### config.mk
export PLATFORM = sky130hd
export DESIGN_NAME = light_pulse_width_classifier_top
export DESIGN_NICKNAME = d
export VERILOG_FILES = /design/src/lpwc_pkg.sv /design/src/lpwc_classify.sv /design/src/lpwc_scale.sv /design/src/lpwc_decode.sv /design/src/light_pulse_width_classifier_top.sv
export VERILOG_INCLUDE_DIRS = /design/src /design/src/src
export SDC_FILE = /design/constraint.sdc
export NUM_CORES = 1
export LEC_CHECK = 0
export BUFFER_PORTS_ARGS = -buffer_cell sky130_fd_sc_hd__buf_2
export CAP_MARGIN = 20
export CORE_AREA = 4 4 187 262
export DETAILED_ROUTE_END_ITERATION = 8
export DIE_AREA = 0 0 191 266
export GPL_ROUTABILITY_DRIVEN = 0
export GPL_TIMING_DRIVEN = 0
export PLACE_DENSITY = 0.67
export SETUP_SLACK_MARGIN = 0.02
export SLEW_MARGIN = 20
export SYNTH_ARGS = -nofsm -noshare
export SYNTH_HDL_FRONTEND = slang
export SYNTH_HIERARCHICAL = 1
export SYNTH_SLANG_ARGS = --single-unit
### constraint.sdc
create_clock -name clk -period 9.9 [get_ports clk]
set_input_delay 0.495 -clock clk [delete_from_list [all_inputs] [get_ports clk]]
set_output_delay 0.495 -clock clk [all_outputs]
set_load 0.01 [all_outputs]
### src/light_pulse_width_classifier_top_assert.svh
// ----------------------------------------------------------------------------
// light pulse width classifier assertion macros
// shared concurrent assertion forms, compiled out with NO_ASSERTIONS
// ----------------------------------------------------------------------------
`ifndef LIGHT_PULSE_WIDTH_CLASSIFIER_TOP_ASSERT_SVH
`define LIGHT_PULSE_WIDTH_CLASSIFIER_TOP_ASSERT_SVH

`ifndef NO_ASSERTIONS

// same-cycle implication
`define LPWC_ASSERT_IMPLY(lbl, clock, reset, ante, cons, msg) \
  lbl: assert property (@(posedge clock) disable iff (reset) (ante) |-> (cons)) else $error(msg);

// next-cycle implication
`define LPWC_ASSERT_NEXT(lbl, clock, reset, ante, cons, msg) \
  lbl: assert property (@(posedge clock) disable iff (reset) (ante) |=> (cons)) else $error(msg);

`else

`define LPWC_ASSERT_IMPLY(lbl, clock, reset, ante, cons, msg)
`define LPWC_ASSERT_NEXT(lbl, clock, reset, ante, cons, msg)

`endif

`endif

### src/lpwc_pkg.sv
`timescale 1ns / 1ps
// ----------------------------------------------------------------------------
// lpwc_pkg
// types and constants shared by the light pulse width classifier
// ----------------------------------------------------------------------------
package lpwc_pkg;

  localparam int TimeWidth   = 32;
  localparam int ThreshWidth = 16;
  localparam int CfgIdxWidth = 8;
  localparam int ScaledWidth = ThreshWidth + 1;

  // register indexes on the configuration port
  typedef enum logic [CfgIdxWidth-1:0] {
    RegSyncMin  = 8'd0,
    RegSyncMax  = 8'd1,
    RegSweepMin = 8'd2,
    RegSweepMax = 8'd3
  } cfg_reg_t;

  // threshold reset values, in 40 MHz ticks
  localparam logic [ThreshWidth-1:0] SyncMinReset  = 16'd2400;
  localparam logic [ThreshWidth-1:0] SyncMaxReset  = 16'd5600;
  localparam logic [ThreshWidth-1:0] SweepMinReset = 16'd40;
  localparam logic [ThreshWidth-1:0] SweepMaxReset = 16'd800;

  // pulse kind codes
  localparam logic KindSync  = 1'b0;
  localparam logic KindSweep = 1'b1;

  // w / 5 as (w * 52429) >> 18, exact for any 16-bit w
  localparam logic [15:0] Div5Mul   = 16'd52429;
  localparam int          Div5Shift = 18;

  // sync code offset in 48 MHz ticks
  localparam logic [ScaledWidth-1:0] CodeOffset = 17'd2501;
  // below the offset the 32-bit difference wraps: 2^32 = 500 * 8589934 + 296,
  // so the quotient is 8589929 + (scaled + 295) / 500
  localparam logic [ScaledWidth-1:0] WrapBias   = 17'd295;
  localparam logic [ScaledWidth-1:0] WrapLimit  = 17'd2796;
  localparam logic [2:0]             WrapCodeLo = 3'd1;

  // m / 125 as (m * 33555) >> 22, exact for any 15-bit m
  localparam logic [15:0] Div125Mul   = 16'd33555;
  localparam int          Div125Shift = 22;

  typedef struct packed {
    logic [ThreshWidth-1:0] sync_min;
    logic [ThreshWidth-1:0] sync_max;
    logic [ThreshWidth-1:0] sweep_min;
    logic [ThreshWidth-1:0] sweep_max;
  } lpwc_cfg_t;

  typedef struct packed {
    logic                 kind;
    logic [TimeWidth-1:0] start_time;
    logic [TimeWidth-1:0] end_time;
  } pulse_info_t;

endpackage

### src/lpwc_classify.sv
`timescale 1ns / 1ps
// ----------------------------------------------------------------------------
// lpwc_classify
// edge capture, width measurement and window match; first pipeline stage
// ----------------------------------------------------------------------------
`include "light_pulse_width_classifier_top_assert.svh"

module lpwc_classify
  import lpwc_pkg::*;
(
  input  logic                   clk,
  input  logic                   rst,
  input  lpwc_cfg_t              cfg,
  input  logic                   in_valid,
  output logic                   in_ready,
  input  logic                   edge_level,
  input  logic [TimeWidth-1:0]   edge_time,
  output logic                   s1_valid,
  input  logic                   s1_ready,
  output pulse_info_t            s1_info,
  output logic [ThreshWidth-1:0] s1_width
);

  logic [TimeWidth-1:0] rise_time;
  logic [TimeWidth-1:0] width;
  logic                 in_sync;
  logic                 in_sweep;
  logic                 accept;

  // width with 32-bit wrap and window tests, sync first
  always_comb begin
    width    = edge_time - rise_time;
    in_sync  = (width >= {16'd0, cfg.sync_min}) && (width <= {16'd0, cfg.sync_max});
    in_sweep = (width >= {16'd0, cfg.sweep_min}) && (width <= {16'd0, cfg.sweep_max});
  end

  assign in_ready = !s1_valid || s1_ready;
  assign accept   = in_valid && in_ready;

  // control and rise time
  always_ff @(posedge clk) begin
    if (rst) begin
      s1_valid  <= 1'b0;
      rise_time <= '0;
    end else if (accept) begin
      s1_valid <= !edge_level && (in_sync || in_sweep);
      if (edge_level) begin
        rise_time <= edge_time;
      end
    end else if (s1_ready) begin
      s1_valid <= 1'b0;
    end
  end

  // payload
  always_ff @(posedge clk) begin
    if (accept) begin
      s1_info.kind       <= in_sync ? KindSync : KindSweep;
      s1_info.start_time <= rise_time;
      s1_info.end_time   <= edge_time;
      s1_width           <= width[ThreshWidth-1:0];
    end
  end

  `LPWC_ASSERT_NEXT(a_rise_no_result, clk, rst, accept && edge_level && !rst, !s1_valid, "rising edge produced a result")
  `LPWC_ASSERT_NEXT(a_rise_stored, clk, rst, accept && edge_level && !rst, rise_time == $past(edge_time), "rise time not captured")

endmodule

### src/lpwc_scale.sv
`timescale 1ns / 1ps
// ----------------------------------------------------------------------------
// lpwc_scale
// scales the sync width to 48 MHz ticks and removes the code offset
// ----------------------------------------------------------------------------
`include "light_pulse_width_classifier_top_assert.svh"

module lpwc_scale
  import lpwc_pkg::*;
(
  input  logic                   clk,
  input  logic                   rst,
  input  logic                   s1_valid,
  output logic                   s1_ready,
  input  pulse_info_t            s1_info,
  input  logic [ThreshWidth-1:0] s1_width,
  output logic                   s2_valid,
  input  logic                   s2_ready,
  output pulse_info_t            s2_info,
  output logic [ScaledWidth-1:0] s2_num,
  output logic                   s2_wrap
);

  logic [31:0]            prod;
  logic [ScaledWidth-1:0] scaled;
  logic                   wrap;
  logic [ScaledWidth-1:0] num;

  // width * 6 / 5 = width + width / 5
  always_comb begin
    prod   = s1_width * Div5Mul;
    scaled = {1'b0, s1_width} + {3'd0, prod[31:Div5Shift]};
    wrap   = scaled < CodeOffset;
    num    = wrap ? (scaled + WrapBias) : (scaled - CodeOffset);
  end

  assign s1_ready = !s2_valid || s2_ready;

  always_ff @(posedge clk) begin
    if (rst) begin
      s2_valid <= 1'b0;
    end else if (s1_ready) begin
      s2_valid <= s1_valid;
    end
  end

  always_ff @(posedge clk) begin
    if (s1_ready && s1_valid) begin
      s2_info <= s1_info;
      s2_num  <= num;
      s2_wrap <= wrap;
    end
  end

  `LPWC_ASSERT_IMPLY(a_wrap_range, clk, rst, s2_valid && s2_info.kind == KindSync && s2_wrap, s2_num < WrapLimit, "wrapped code numerator out of range")

endmodule

### src/lpwc_decode.sv
`timescale 1ns / 1ps
// ----------------------------------------------------------------------------
// lpwc_decode
// divides by 500 to get the sync code and holds the result register
// ----------------------------------------------------------------------------
`include "light_pulse_width_classifier_top_assert.svh"

module lpwc_decode
  import lpwc_pkg::*;
(
  input  logic                   clk,
  input  logic                   rst,
  input  logic                   s2_valid,
  output logic                   s2_ready,
  input  pulse_info_t            s2_info,
  input  logic [ScaledWidth-1:0] s2_num,
  input  logic                   s2_wrap,
  output logic                   out_valid,
  input  logic                   out_ready,
  output logic                   pulse_kind,
  output logic [TimeWidth-1:0]   start_time,
  output logic [TimeWidth-1:0]   end_time,
  output logic                   axis_bit,
  output logic                   data_bit,
  output logic                   skip_bit
);

  logic [30:0] prod;
  logic [2:0]  code;

  // num / 500 = (num >> 2) / 125, low three bits kept
  always_comb begin
    prod = s2_num[ScaledWidth-1:2] * Div125Mul;
    code = prod[Div125Shift+2:Div125Shift] + (s2_wrap ? WrapCodeLo : 3'd0);
    if (s2_info.kind == KindSweep) begin
      code = 3'd0;
    end
  end

  assign s2_ready = !out_valid || out_ready;

  always_ff @(posedge clk) begin
    if (rst) begin
      out_valid <= 1'b0;
    end else if (s2_ready) begin
      out_valid <= s2_valid;
    end
  end

  // result register
  always_ff @(posedge clk) begin
    if (s2_ready && s2_valid) begin
      pulse_kind <= s2_info.kind;
      start_time <= s2_info.start_time;
      end_time   <= s2_info.end_time;
      axis_bit   <= code[0];
      data_bit   <= code[1];
      skip_bit   <= code[2];
    end
  end

  `LPWC_ASSERT_IMPLY(a_sweep_no_code, clk, rst, out_valid && pulse_kind == KindSweep, !axis_bit && !data_bit && !skip_bit, "sweep result carries code bits")

endmodule

### src/light_pulse_width_classifier_top.sv
`timescale 1ns / 1ps
// ----------------------------------------------------------------------------
// light_pulse_width_classifier_top
// classifies optical receiver pulses as sync or sweep from edge timestamps
// ----------------------------------------------------------------------------
//   channel  handshake              payload
//   in       in_valid / in_ready    edge_level, edge_time
//   out      out_valid / out_ready  pulse_kind, start_time, end_time,
//                                   axis_bit, data_bit, skip_bit
//   cfg      cfg_valid / cfg_ready  cfg_index, cfg_data
//
// one edge event accepted per cycle while in_ready is high; a pulse result is
// registered by the classify, scale and decode stages in turn
// rising edges and widths outside both windows leave no result
// synchronous reset clears the pipeline and rise time, reloads the thresholds
// a stalled output backs up stage by stage; input keeps flowing into empty
// stages; cfg_ready is always high
// ----------------------------------------------------------------------------
module light_pulse_width_classifier_top
  import lpwc_pkg::*;
(
  input  logic                   clk,
  input  logic                   rst,
  input  logic                   cfg_valid,
  output logic                   cfg_ready,
  input  logic [CfgIdxWidth-1:0] cfg_index,
  input  logic [ThreshWidth-1:0] cfg_data,
  input  logic                   in_valid,
  output logic                   in_ready,
  input  logic                   edge_level,
  input  logic [TimeWidth-1:0]   edge_time,
  output logic                   out_valid,
  input  logic                   out_ready,
  output logic                   pulse_kind,
  output logic [TimeWidth-1:0]   start_time,
  output logic [TimeWidth-1:0]   end_time,
  output logic                   axis_bit,
  output logic                   data_bit,
  output logic                   skip_bit
);

  lpwc_cfg_t              cfg;
  logic                   s1_valid;
  logic                   s1_ready;
  pulse_info_t            s1_info;
  logic [ThreshWidth-1:0] s1_width;
  logic                   s2_valid;
  logic                   s2_ready;
  pulse_info_t            s2_info;
  logic [ScaledWidth-1:0] s2_num;
  logic                   s2_wrap;

  assign cfg_ready = 1'b1;

  // threshold registers; unknown indexes are dropped
  always_ff @(posedge clk) begin
    if (rst) begin
      cfg.sync_min  <= SyncMinReset;
      cfg.sync_max  <= SyncMaxReset;
      cfg.sweep_min <= SweepMinReset;
      cfg.sweep_max <= SweepMaxReset;
    end else if (cfg_valid && cfg_ready) begin
      case (cfg_index)
        RegSyncMin:  cfg.sync_min  <= cfg_data;
        RegSyncMax:  cfg.sync_max  <= cfg_data;
        RegSweepMin: cfg.sweep_min <= cfg_data;
        RegSweepMax: cfg.sweep_max <= cfg_data;
        default: ;
      endcase
    end
  end

  lpwc_classify u_classify (
    .clk        (clk),
    .rst        (rst),
    .cfg        (cfg),
    .in_valid   (in_valid),
    .in_ready   (in_ready),
    .edge_level (edge_level),
    .edge_time  (edge_time),
    .s1_valid   (s1_valid),
    .s1_ready   (s1_ready),
    .s1_info    (s1_info),
    .s1_width   (s1_width)
  );

  lpwc_scale u_scale (
    .clk      (clk),
    .rst      (rst),
    .s1_valid (s1_valid),
    .s1_ready (s1_ready),
    .s1_info  (s1_info),
    .s1_width (s1_width),
    .s2_valid (s2_valid),
    .s2_ready (s2_ready),
    .s2_info  (s2_info),
    .s2_num   (s2_num),
    .s2_wrap  (s2_wrap)
  );

  lpwc_decode u_decode (
    .clk        (clk),
    .rst        (rst),
    .s2_valid   (s2_valid),
    .s2_ready   (s2_ready),
    .s2_info    (s2_info),
    .s2_num     (s2_num),
    .s2_wrap    (s2_wrap),
    .out_valid  (out_valid),
    .out_ready  (out_ready),
    .pulse_kind (pulse_kind),
    .start_time (start_time),
    .end_time   (end_time),
    .axis_bit   (axis_bit),
    .data_bit   (data_bit),
    .skip_bit   (skip_bit)
  );

endmodule

-- Yosys cells after proc, flatten, opt, wreduce, memory -nomap -nowiden
Index checks and enable logic that the tools add are counted.
- add/sub/neg operators: 5
- multiply operators: 2
- divide/modulo/power cells: 0
- magnitude comparators: 5
- equal/unequal tests: 3
- shifts and indexed selects: 0
- multiplexer cells: 5
- bitwise logic cells: 0
- reduce and logical (&&, ||, !) cells: 21
- operators with widths (cell ; number):
    >= comparator 32 x 16 -> 1 bit ; 2
    <= comparator 32 x 16 -> 1 bit ; 2
    multiplier 16 x 16 -> 32 bit, second input constant ; 1
    subtractor 32 bit ; 1
    multiplier 15 x 16 -> 25 bit, second input constant ; 1
    adder 16 x 14 -> 17 bit ; 1
    adder 17 x 9 -> 17 bit, second input constant ; 1
    < comparator 17 x 12 -> 1 bit, second input constant ; 1
    2-to-1 mux 17 bit ; 1
    subtractor 17 x 12 -> 17 bit, second input constant ; 1
    == test 8 x 2 -> 1 bit, second input constant ; 2
    AND reduction 2 bit ; 5
    == test 8 x 1 -> 1 bit, second input constant ; 1
    logical NOT 8 bit ; 1
    logical AND 1 bit ; 6
    logical NOT 1 bit ; 4
    logical OR 1 bit ; 4
    2-to-1 mux 1 bit ; 4
    adder 3 bit ; 1
    nonzero test 2 bit ; 1
- bits in registers: 331
- bits in latches: 0
- RAM bits: 0
- ROM bits: 0
- input bits: 62
- output and inout bits: 71
- logic and storage cells: 64
- memories kept: 0

-- Depth between registers and ports, before layout
Gate-level depths: netlist of run 1.
- word-level depth: 6
- gate-level depth with buffers: 33
- depth with buffers taken out: 32

-- Modules after synthesis
Netlist of run 1, hierarchy kept.
- by module, submodules not included (module ; instances ; cells an instance ; area an instance (µm²) ; sequential area each (µm²)):
    lpwc_scale ; 1 ; 759 ; 8438.1 ; 2512.4
    lpwc_classify ; 1 ; 771 ; 7354.6 ; 3093.0
    lpwc_decode ; 1 ; 348 ; 4745.8 ; 2062.0
    light_pulse_width_classifier_top ; 1 ; 240 ; 2640.0 ; 1281.2

-- Worst setup path after synthesis of run 1
OpenSTA, ideal clock, no wires.
- path kind: register to register
- from: reg u_classify.s1_width[7]
- to: reg u_scale.s2_num[9], data pin
- setup time: 0.268 ns
- arrival time: 7.568 ns
- data required time: 9.632 ns
- setup slack: 2.064 ns
- cell stages (with the launch flop): 32
- path buffers: 1
- period minus slack after synthesis: 7.836 ns
- cell sequence: edfxtp_1 ha_1 inv_1 fa_1 inv_1 fa_1 fa_1 fa_1 inv_1 fa_1 inv_1 ha_1 a21oi_1 and3_1 o2111ai_1 a31oi_1 nor2b_1 o21ai_0 nand2b_1 xor2_1 ha_1 buf_6 a21oi_4 o21ai_2 or4_1 a211oi_2 o32ai_2 a211oi_4 nand2_4 inv_4 mux2i_1 xor2_1
- longest elaborated chain between the ends: 4
- elaborated cells between the ends (all ways): 6
- those cells by class: add/sub (3); mul (1); order compare (1); mux (1)
- RTL lines (element ; line ; RTL):
    start: declaration ; lpwc_classify.sv:21 ; output logic [ThreshWidth-1:0] s1_width
    start signal: assignment ; lpwc_classify.sv:61 ; s1_width <= width[ThreshWidth-1:0];
    multiplier 16 x 16 -> 32 bit ; lpwc_scale.sv:31 ; prod = s1_width * Div5Mul;
    adder 16 x 14 -> 17 bit * ; lpwc_scale.sv:32 ; scaled = {1'b0, s1_width} + {3'd0, prod[31:Div5Shift]};
    < comparator 17 x 12 -> 1 bit * ; lpwc_scale.sv:33 ; wrap = scaled < CodeOffset;
    net u_scale.wrap ; lpwc_scale.sv:26 ; logic wrap;
    2-to-1 mux 17 bit * ; lpwc_scale.sv:34 ; num = wrap ? (scaled + WrapBias) : (scaled - CodeOffset);
    net u_scale.num[9] ; lpwc_scale.sv:27 ; logic [ScaledWidth-1:0] num;
    end signal: assignment ; lpwc_scale.sv:50 ; s2_num <= num;
    end: declaration ; lpwc_scale.sv:20 ; output logic [ScaledWidth-1:0] s2_num,
Mark *: on every way through the listed nets, which the timed path passes. The rest lies on a longest branch.
A chain may end at the register's enable or synchronous reset.

-- Final worst setup path of run 1
- from: reg u_classify.s1_width[8]
- to: reg u_scale.s2_num[6], data pin
Same word-level chain as after synthesis.

==> results of run 1 <==
## per-layer routing
layer | up-vias | routed length, um
met5 | - | 0
met4 | 0 | 1370
li1 | 7629 | -
met2 | 301 | 26400
met3 | 81 | 1590
met1 | 7443 | 21300
## critical path: cells and delay by family, from the launching register on
kind | cells | cell delay [ns]
adders and majority gates | 8 | 3.78
AOI/OAI and AO/OA | 9 | 2.81
and+or+nand+nor | 4 | 0.86
DFF | 1 | 0.58
buffers and inverters | 5 | 0.40
xor gates and xnor gates | 2 | 0.25
muxes | 1 | 0.22
## area by class of cell
cell class              instances  area, um^2  share of cell area (%)
well taps                     624         781                    3.03
inverters                     374        1410                    5.46
diodes                          2        5.00                  0.0194
clock inverters                18         144                   0.559
repair buffers                134         738                    2.87
clock buffers                  45         955                    3.71
flip-flops and latches        329        8890                    34.5
multi-input cells            1365       12500                    48.5
plain buffers                  47         329                    1.28
## registers in the layout, summed over array words and instances (netlist names), 15 cells and up
name	flops
cfg	64
u_decode/start_time	32
u_scale/s2_num	15
u_classify/s1_width	16
u_classify/s1_info	65
u_scale/s2_info	65
u_decode/end_time	32
u_classify/rise_time	32
## placed cells by master, fill, tap and decap left out, types with 6 or more instances in the layout
cell,instances
or4_1,7
mux2i_1,75
nand2_1,118
edfxtp_1,230
buf_2,132
a211oi_1,11
nor4_1,10
dfxtp_1,99
fa_1,116
a31oi_1,11
nand4_1,26
and3_1,9
nand3_1,16
a21oi_1,107
xor2_1,22
o211ai_1,8
o21bai_1,11
clkbuf_16,36
ha_1,340
o21a_1,11
inv_1,373
nand2b_1,77
a21o_1,28
clkbuf_1,27
buf_4,7
buf_6,12
nor3_1,24
or2_2,6
nor2_1,92
o21ai_0,56
xnor2_1,48
o2111ai_1,7
nor2b_1,12
## stage by stage
stage	util [%]	hold WS, ns	setup slack, ns	instance area [um^2]	std cells
4_1_cts	55.1	0.169	0.692	25700	2936
2_1_floorplan	-	0.400	2.06	23100	2115
5_1_grt	55.1	0.167	0.284	25700	2937
6_report	55.1	0.195	0.708	25700	2938
3_3_place_gp	52.6	0.401	0.874	24600	2870
3_5_place_dp	52.8	0.405	0.703	24600	2873
## path summary, 6_finish.rpt
kind	startpoint	end	slack, ns	depth (start not counted)
hold / removal	edge_time[22]	u_classify/s1_info[22]$_DFFE_PP_	0.19	1
setup / recovery	u_classify/s1_width[8]$_DFFE_PP_	u_scale/s2_num[6]$_DFFE_PP_	0.71	29
hold reg to reg	u_classify/s1_info[45]$_DFFE_PP_	u_scale/s2_info[45]$_DFFE_PP_	0.41	0
setup reg to reg	u_classify/s1_width[8]$_DFFE_PP_	u_scale/s2_num[6]$_DFFE_PP_	0.71	29
==> results by group, run 1 <==
Status
  • Status: completed

Clock tree
  • Total CTS buffers: 35
  • Sink Count: 329
  • CTS tree: built
  • Hold-fix buffers, CTS: 0
  • Clock Latency Late Sink: 0.53 ns
  • Clock transition at path regs: 0.06 ns
  • Htree depth: 2
  • Clk buf depth: 3
  • Post-CTS setup buffer count: 0
  • Root Driver: clkbuf_16
  • Post-CTS sizing: 0

Route
  • WL/cell: 17.2 um
  • Post-route ant nets: 0
  • Iteration-0 DRC Markers: 697
  • Total Wirelength: 50600 um
  • Vias: 15454
  • DR pass1 iterations: 5
  • DRC Markers: 0
  • Via density: 5.26

Floorplan
  • Core Region: 46700 um^2
  • Die ar.: 50800 um^2
  • Die width: 191 um
  • Initial core utilization: 49.5%
  • Die H: 266 um
  • # IOs: 133
  • FP Rows: 94

Synth
  • Post-Syn Area: 23100 um^2
  • Synth Area per Inst: 10.9 um^2
  • Mapped Cells: 2115
  • Synth Net Count: 2633
  • Yosys Warn Count: 6

Timing
  • Max Slew Vio Count: 0
  • Worst-margin pin slew: 0.865 ns
  • Period Utilization, post-route: 92.8%
  • Slew margin rel.: 41.9%
  • Fmax: 109 MHz
  • Setup violators final: 0
  • Final Hold Viols: 0
  • Clock skew: 0.0179 ns
  • Setup TNS: 0 ns
  • Min Tclk post-route: 9.19 ns
  • RSZ-0062 raised after global routing: false

Worst hold path
  • Hold WC Path Type: input pin to flip-flop

GRT
  • Met2 usage: 37.4%
  • Total global-route track usage: 20.2%
  • Vias in the first global route: 16325
  • Initial antenna violation count: 2
  • GRT Max-Usage Layer: met2
  • First-pass GRT wire length: 82600 um
  • Total gr overflow: 0
  • Met1 Track Usage GR: 25.1%
  • Largest net degree at the start of global routing: 59
  • Grt met3 use: 1.86%

Worst setup path
  • Crit. End Element: flip-flop
  • CP max FO: 8
  • Crit start category: flip-flop
  • CP peak stage delay: 0.58 ns
  • Crit-path most repeated cell: fa_1
  • Worst path required time: 10.15 ns
  • Setup CP Type: flip-flop to flip-flop
  • WP data arrival: 9.45 ns
  • Critical-path top delay cell: edfxtp_1

Final layout
  • Area Growth Syn to Fin: 11.4%
  • Fillers: 4033
  • Share of post-route cells with drive strength above 1: 11.2%
  • Fin nets: 2804

Placement
  • IO buf count: 131
  • Dpl hpwl: 41200 um

Job
  • MaxCap Viol Count: 0
Power of run 1 is left out: the tool's default activity adds up to more than one toggle a clock period on the data nets, which glitch-free logic cannot reach.
==> run 2, diff against run 1 <==
==> constraint.sdc (replaced) <==
create_clock -name clk -period 8.9 [get_ports clk]
set_input_delay 0.445 -clock clk [delete_from_list [all_inputs] [get_ports clk]]
set_output_delay 0.445 -clock clk [all_outputs]
set_load 0.01 [all_outputs]
==> run 2 against run 1 <==
Compared with the run above:
- wire length up 0.18%
- die area unchanged
- clock-buffer cell count unchanged
- worst setup slack worse by 0.25 ns
- clock skew hardly changed
- design area rose by 1.0%
- via count increased by 0.69%
- register-to-register slack got worse by 0.25 ns
- fmax grew 8.9%
- critical path type unchanged
- critical endpoint is now u_scale/s2_num[15]$_DFFE_PP_
==> results by group, run 2 (same netlist as run 1, synthesis figures left out) <==
Worst setup path
  • CP endpoint: u_scale/s2_num[15]$_DFFE_PP_
  • Setup CP Type: flip-flop to flip-flop
  • WP data arrival: 8.72 ns (-0.73 ns)
  • R2R depth: 30 (+3.4%)
  • Worst reg2reg endpoint: u_scale/s2_num[15]$_DFFE_PP_
  • Reg-to-Reg Start: u_classify/s1_width[8]$_DFFE_PP_
  • CP peak stage delay: 0.55 ns (-0.03 ns)
  • Critical-path top delay cell: fa_1
  • CP max FO: 8 (unchanged)
  • Crit. End Element: flip-flop
  • Crit start category: flip-flop
  • Crit-path most repeated cell: fa_1
  • Worst path required time: 9.17 ns (-0.98 ns)
  • R2R Setup Slk: 0.46 ns (-0.25 ns)
  • Launch point of the critical path: u_classify/s1_width[8]$_DFFE_PP_

Floorplan
  • Die ar.: 50800 um^2 (unchanged)
  • Die H: 266 um (unchanged)
  • FP Rows: 94 (unchanged)
  • # IOs: 133 (unchanged)
  • Core Region: 46700 um^2 (unchanged)
  • Initial core utilization: 49.5% (unchanged)
  • Die width: 191 um (unchanged)

Clock tree
  • Clock Latency Late Sink: 0.53 ns (about the same)
  • Clk buf depth: 3 (unchanged)
  • Clock transition at path regs: 0.06 ns (about the same)
  • Sink Count: 329 (unchanged)
  • Root Driver: clkbuf_16
  • CTS tree: built
  • Total CTS buffers: 35 (unchanged)
  • Htree depth: 2 (unchanged)

GRT
  • First-pass GRT wire length: 82700 um (+0.11%)
  • Initial antenna violation count: 2 (unchanged)
  • Largest net degree at the start of global routing: 59 (unchanged)
  • Total gr overflow: 0 (unchanged)
  • Vias in the first global route: 16364 (+0.24%)
  • Total global-route track usage: 20.2% (about the same)

Final layout
  • Commonest non-fill, non-tap cells in the layout: inv_1, ha_1, edfxtp_1
  • Final cell count without fillers: 2961 (+0.78%)
  • Share of post-route cells with drive strength above 1: 12.6% (+1.4 points)
  • Area Growth Syn to Fin: 12.5%
  • Fin nets: 2828 (+0.86%)
  • Fillers: 4001 (-0.79%)
  • Design Area, Final: 26000 um^2 (+1.0%)
  • Biggest regs: u_classify/s1_info: 65 flops, u_scale/s2_info: 65 flops, cfg: 64 flops
  • Commonest non-fill, non-tap cell in the layout: inv_1

Placement
  • Pre-CTS WS: -0.297 ns (-1.00 ns)
  • Area post-placement: 24600 um^2 (unchanged)
  • Dpl hpwl: 41200 um (unchanged)
  • Placed cell count: 2873 (unchanged)
  • IO buf count: 131 (unchanged)

Route
  • Total Wirelength: 50700 um (+0.18%)
  • WL/cell: 17.1 um (-0.60%)
  • Vias: 15561 (+0.69%)
  • Via density: 5.26 (about the same)
  • DRC Markers: 0 (unchanged)
  • Post-route ant nets: 0 (unchanged)
  • DR pass1 iterations: 5 (unchanged)
  • Iteration-0 DRC Markers: 614 (-12%)

Timing
  • Period Utilization, post-route: 94.9% (+2.0 points)
  • Max Slew Vio Count: 0 (unchanged)
  • Min Tclk post-route: 8.44 ns (-0.750 ns)
  • Final Hold Viols: 0 (unchanged)
  • Clock skew: 0.0178 ns (-0.000165 ns)
  • Fmax: 118 MHz (+8.9%)
  • Slew margin rel.: 41.8% (-0.12 points)
  • Setup violators final: 0 (unchanged)
  • RSZ-0062 raised after global routing: false
  • Worst setup margin: 0.458 ns (-0.250 ns)
  • Worst-margin pin slew: 0.867 ns (+0.00174 ns)
  • WHS: 0.144 ns (-0.0510 ns)

Status
  • Status: completed

Worst hold path
  • Hold WC Path Type: input pin to flip-flop

Job
  • MaxCap Viol Count: 0 (unchanged)
run 2: what timing repair did:
action,in CTS,in global routing
resized for setup,2,13
pin swaps,2,5
setup endpoints to repair,13,16
setup buffers,5,19
hold buffers,0,0
run 2: cell type report:
| type | instances | area (um^2) | share of cell area, % |
|---|---|---|---|
| multi-input combinational | 1365 | 12600 | 48.4 |
| sequential | 329 | 8890 | 34.2 |
| timing repair buffer | 158 | 918 | 3.53 |
| inverter | 374 | 1410 | 5.41 |
| antenna | 1 | 2.50 | 0.00962 |
| buffer | 47 | 329 | 1.27 |
| clock buffer | 45 | 955 | 3.67 |
| tap | 624 | 781 | 3.00 |
| clock inverter | 18 | 144 | 0.553 |
run 2: worst min path at each step:
stage | start | to | slack (ns) | depth (start not counted)
2_1_floorplan | u_scale/s2_info[0]$_DFFE_PP_ | u_decode/end_time[0]$_DFFE_PP_ | 0.40 | 0
3_3_place_gp | u_classify/s1_info[6]$_DFFE_PP_ | u_scale/s2_info[6]$_DFFE_PP_ | 0.40 | 0
3_5_place_dp | u_scale/s2_info[6]$_DFFE_PP_ | u_decode/end_time[6]$_DFFE_PP_ | 0.40 | 0
4_1_cts | edge_time[22] | u_classify/s1_info[22]$_DFFE_PP_ | 0.12 | 1
5_1_grt | edge_time[22] | u_classify/s1_info[22]$_DFFE_PP_ | 0.12 | 1
6_report | edge_time[30] | u_classify/s1_info[30]$_DFFE_PP_ | 0.14 | 1
run 2: worst max-delay path, delay by kind of cell, from the launching register on:
kind	cells	cell delay [ns]
fa+ha+maj	8	3.66
xor+xnor	1	0.13
mux	1	0.34
compound gates	9	2.14
simple gates	5	0.94
buf+inv	6	0.58
flops	1	0.43
run 2: through the flow:
stage	TNS [ns]	util, %
2_1_floorplan	0	-
3_3_place_gp	-0.514	52.6
3_5_place_dp	-2.26	52.8
4_1_cts	0	55.2
5_1_grt	0	55.7
6_report	0	55.7
run 2: per-layer routing:
metal  up-vias  GRT usage [%]  routed length (um)
met5         -              0                   0
met2       324           37.4               26600
met4         0           5.42                1320
met3        76           1.91                1690
met1      7488           25.1               21100
li1       7673              -                   -
Power of run 2 is left out for the same reason.
